===== src/rtl/png_unf_pkg.sv =====
// Shared types and constants for the PNG scanline unfilter unit.
// No dependencies; png_unf_predict and the top level import this package.

package png_unf_pkg;

   // Widest pixel the filters reach back over, in bytes.
   localparam int MAX_PIXEL_BYTES = 8;
   localparam int PIX_IDX_W       = $clog2(MAX_PIXEL_BYTES);
   localparam int BPP_W           = 4;

   typedef enum logic [2:0] {
      FILT_NONE    = 3'd0,
      FILT_SUB     = 3'd1,
      FILT_UP      = 3'd2,
      FILT_AVERAGE = 3'd3,
      FILT_PAETH   = 3'd4
   } filter_type;

   typedef enum logic [1:0] {
      ERR_OK         = 2'd0,
      ERR_BAD_FILTER = 2'd1,
      ERR_OVERLONG   = 2'd2
   } error_type;

   typedef struct packed {
      logic [7:0] byte_value;
      logic       line_start;
      logic       pass_start;
   } req_type;

   typedef struct packed {
      logic [7:0] out_byte;
      logic [1:0] error_code;
   } rsp_type;

endpackage


===== src/rtl/png_unf_predict.sv =====
// Filter predictor and reconstruction adder for one data byte.
// Depends on png_unf_pkg for the filter codes.

module png_unf_predict
   import png_unf_pkg::*;
(
   input  filter_type filter,
   input  logic [7:0] filt_byte,
   input  logic [7:0] left_byte,
   input  logic [7:0] above_byte,
   input  logic [7:0] upper_left_byte,
   output logic [7:0] raw_byte
);

   logic signed [9:0] diff_bc;
   logic signed [9:0] diff_ac;
   logic signed [9:0] diff_sum;
   logic [9:0]        dist_a;
   logic [9:0]        dist_b;
   logic [9:0]        dist_c;
   logic [7:0]        paeth;
   logic [8:0]        avg_sum;
   logic [7:0]        pred;

   // With p = a + b - c the three distances reduce to |b-c|, |a-c| and |(b-c)+(a-c)|.
   always_comb begin
      diff_bc  = $signed({2'b00, above_byte}) - $signed({2'b00, upper_left_byte});
      diff_ac  = $signed({2'b00, left_byte}) - $signed({2'b00, upper_left_byte});
      diff_sum = diff_bc + diff_ac;
      dist_a   = (diff_bc < 0) ? 10'(-diff_bc) : 10'(diff_bc);
      dist_b   = (diff_ac < 0) ? 10'(-diff_ac) : 10'(diff_ac);
      dist_c   = (diff_sum < 0) ? 10'(-diff_sum) : 10'(diff_sum);
      if ((dist_a <= dist_b) && (dist_a <= dist_c)) begin
         paeth = left_byte;
      end else if (dist_b <= dist_c) begin
         paeth = above_byte;
      end else begin
         paeth = upper_left_byte;
      end
   end

   always_comb begin
      avg_sum = {1'b0, left_byte} + {1'b0, above_byte};
      case (filter)
         FILT_SUB:     pred = left_byte;
         FILT_UP:      pred = above_byte;
         FILT_AVERAGE: pred = avg_sum[8:1];
         FILT_PAETH:   pred = paeth;
         default:      pred = 8'd0;
      endcase
      raw_byte = filt_byte + pred;
   end

endmodule


===== config.mk =====
export PLATFORM = sky130hd
export DESIGN_NAME = png_unf_predict
export DESIGN_NICKNAME = d
export VERILOG_FILES = /design/src/rtl/png_unf_pkg.sv /design/src/rtl/png_unf_predict.sv
export SDC_FILE = /design/constraint.sdc
export NUM_CORES = 1
export LEC_CHECK = 0
export BUFFER_PORTS_ARGS = -buffer_cell sky130_fd_sc_hd__buf_4
export CORE_MARGIN = 2
export CORE_UTILIZATION = 35
export DETAILED_ROUTE_END_ITERATION = 16
export GPL_TIMING_DRIVEN = 1
export SLEW_MARGIN = 20
export SYNTH_ARGS = -nofsm -noshare
export SYNTH_HDL_FRONTEND = slang
export SYNTH_SLANG_ARGS = --single-unit

===== constraint.sdc =====
create_clock -name vclk -period 9.8
set_clock_uncertainty 0.05 [all_clocks]
set_input_delay 0.49 -clock vclk [all_inputs]
set_output_delay 0.49 -clock vclk [all_outputs]
set_load 0.005 [all_outputs]

==> impl_metrics.py <==
metrics = {
    "run_status": {
        "status": "complete, no violations",
    },
    "power": {
        "switching_share_pct": 54.7,
        "p_int_mw": 0.283,
        "max-vdd-ir-drop_v": 0.0000675,
        "combPwrFrac_pct": 100.0,
        "clkPwrFrac_pct": 0,
        "p_seq_share_pct": 0,
        "power_density_nw_per_um2": 178,
        "p_sw_mw": 0.342,
        "p_leak_nw": 1.71,
    },
    "global_route": {
        "grt_max_degree": 17,
        "antenna_found_initial": 0,
        "grt_overflow": 0,
        "grt_pass1_vias": 2993,
        "groute.usage.overall_pct": 16.6,
        "grt_pass1_wl_um": 13600,
    },
    "critical_path": {
        "worstSetupPathType": "in2out",
        "required_ns": 9.26,
        "timing.critical_path.mode_cell": "a21oi_1",
        "crit_path_start_kind": "primary input",
        "critPathMaxFanout": 9,
        "cp.arrival_ns": 7.93,
        "end_kind": "output pin",
        "slowest_stage": "a31oi_2",
        "cpPeakStageDelay_ns": 0.60,
    },
    "sta": {
        "max_freq_mhz": 118,
        "finalSetupViolations": 0,
        "layout_min_cycle_time_ns": 8.47,
        "tightest_slew_ns": 0.746,
        "relSlewSlack_pct": 50.1,
        "fin_ws_ns": 1.33,
        "hold_violations": 0,
        "period_share_pct": 86.5,
        "rsz0062_at_grt": "false",
        "fin_setup_tns_ns": 0,
        "drv_slew": 0,
    },
    "cells_and_area": {
        "final_cell_mix": "ha_1, buf_4, inv_1",
        "design.seq.count": 0,
        "nFillCells": 896,
        "multi_input_area_um2": 2900,
        "syn_to_final_growth_pct": 14.3,
        "n_antenna_cell": 0,
        "fin_nets": 555,
        "layout_commonest_cell": "ha_1",
        "ff_latch_area_um2": 0,
        "final_layout_size_suffix_gt1_share_pct": 14.3,
        "clock_buffers": 0,
        "final_area_um2": 3520,
    },
    "drt": {
        "vias": 2951,
        "wl_per_cell_um": 14.3,
        "drt_iter0_markers": 138,
        "viasPerCell": 5.33,
        "postRouteAntennaNets": 0,
        "drt-total-wl_um": 7920,
        "drtPass1Iterations": 5,
        "drc": 0,
    },
    "floorplan": {
        "io_pins": 43,
        "die_x_um": 97.8,
        "initial_core_util_pct": 35.7,
        "core_um2": 8640,
        "die_h_um": 97.8,
        "fp.dieArea_um2": 9560,
        "rows": 34,
    },
    "placement": {
        "portBuffers": 43,
        "dp_slack_ns": 1.37,
        "place_hpwl_um": 7000,
        "placed_area_um2": 3520,
        "place_congestion": 0.835,
    },
    "synth": {
        "synth_cell_types": 53,
        "synth_warnings": 0,
        "synthCells": 408,
        "syn_area_um2": 3080,
        "yosys-top-cells-area": "ha_1, xnor2_1, inv_1, a21oi_1, xor2_1",
        "yosysTopAreaCellShare_pct": 27.2,
        "ys_seq_area_share_pct": 0,
        "synth_top_area_cell": "ha_1",
        "avgSynthCellArea_um2": 7.55,
    },
    "clock_tree": {
        "cts_setup_buffers": 0,
        "cts-hold-fix-buffers": 0,
        "cts.repair.resized": 0,
    },
    "hold_path": {
        "hold_path_class": "in2out",
    },
    "run": {
        "maxCapViolCount": 0,
    },
}
per-layer routing:
layer  routed length [um]  GRT usage [%]  up-vias
li1                     -              -     1537
met1                 3820           22.9     1344
met2                 3690           30.4       62
met3                  301          0.286        8
met4                  102           1.39        0
met5                    0              0        -
power groups by stage:
stage,combinational [mW],sequential [mW],clock [mW]
floorplan,0.481,0,0
global placement,0.612,0,0
detailed placement,0.619,0,0
CTS,0.623,0,0
global route,0.715,0,0
finish,0.626,0,0
critical path, delay by kind of cell:
| family | cells | cell delay, ns |
|---|---|---|
| AOI/OAI and AO/OA | 15 | 2.97 |
| xor gates and xnor gates | 4 | 0.96 |
| adders and majority gates | 7 | 2.21 |
| buffers and inverters | 6 | 0.57 |
| muxes | 1 | 0.25 |
| and+or+nand+nor | 4 | 0.49 |
synthesized netlist by cell type, types with 8 or more instances:
master    count
inv_1        42
ha_1         67
a21o_1       15
nor2_1       28
mux2i_1       8
nand2_1      25
xor2_1       13
a21oi_1      26
xnor2_1      35
o21ai_0      20
nor2b_1      14
a22oi_1       8
o21bai_1      9
path summary, 6_finish.rpt:
check / start / to / slack, ns / cells past startpoint
max: above_byte[0] / raw_byte[7] / 1.33 / 37
min: filt_byte[0] / raw_byte[0] / 1.23 / 3
cell type report:
type,instances,area share (%)
Multi-Input combinational cell,361,82.5
Inverter,42,4.48
Tap cell,108,3.84
Timing Repair Buffer,43,9.17
logic make-up (layout without fill, tap and decap cells):
kind of cell,count (synthesis),after routing,share of synthesized area (%)
xor+xnor,52,52,16.0
buf+inv,49,85,5.97
simple gates,99,99,15.9
mux,11,11,3.70
compound gates,119,119,26.4
fa+ha+maj,76,76,31.9
other cells,2,4,0.244
stage by stage:
step | std cells | total power [mW] | util (%) | hold WS, ns
finish | 554 | 0.626 | 40.7 | 1.23
global route | 554 | 0.715 | 40.7 | 1.25
CTS | 554 | 0.623 | 40.7 | 1.23
detailed placement | 554 | 0.619 | 40.7 | 1.23
global placement | 554 | 0.612 | 40.7 | 1.22
floorplan | 410 | 0.481 | - | 1.05
No activity file was read; power rests on OpenSTA's default activity.
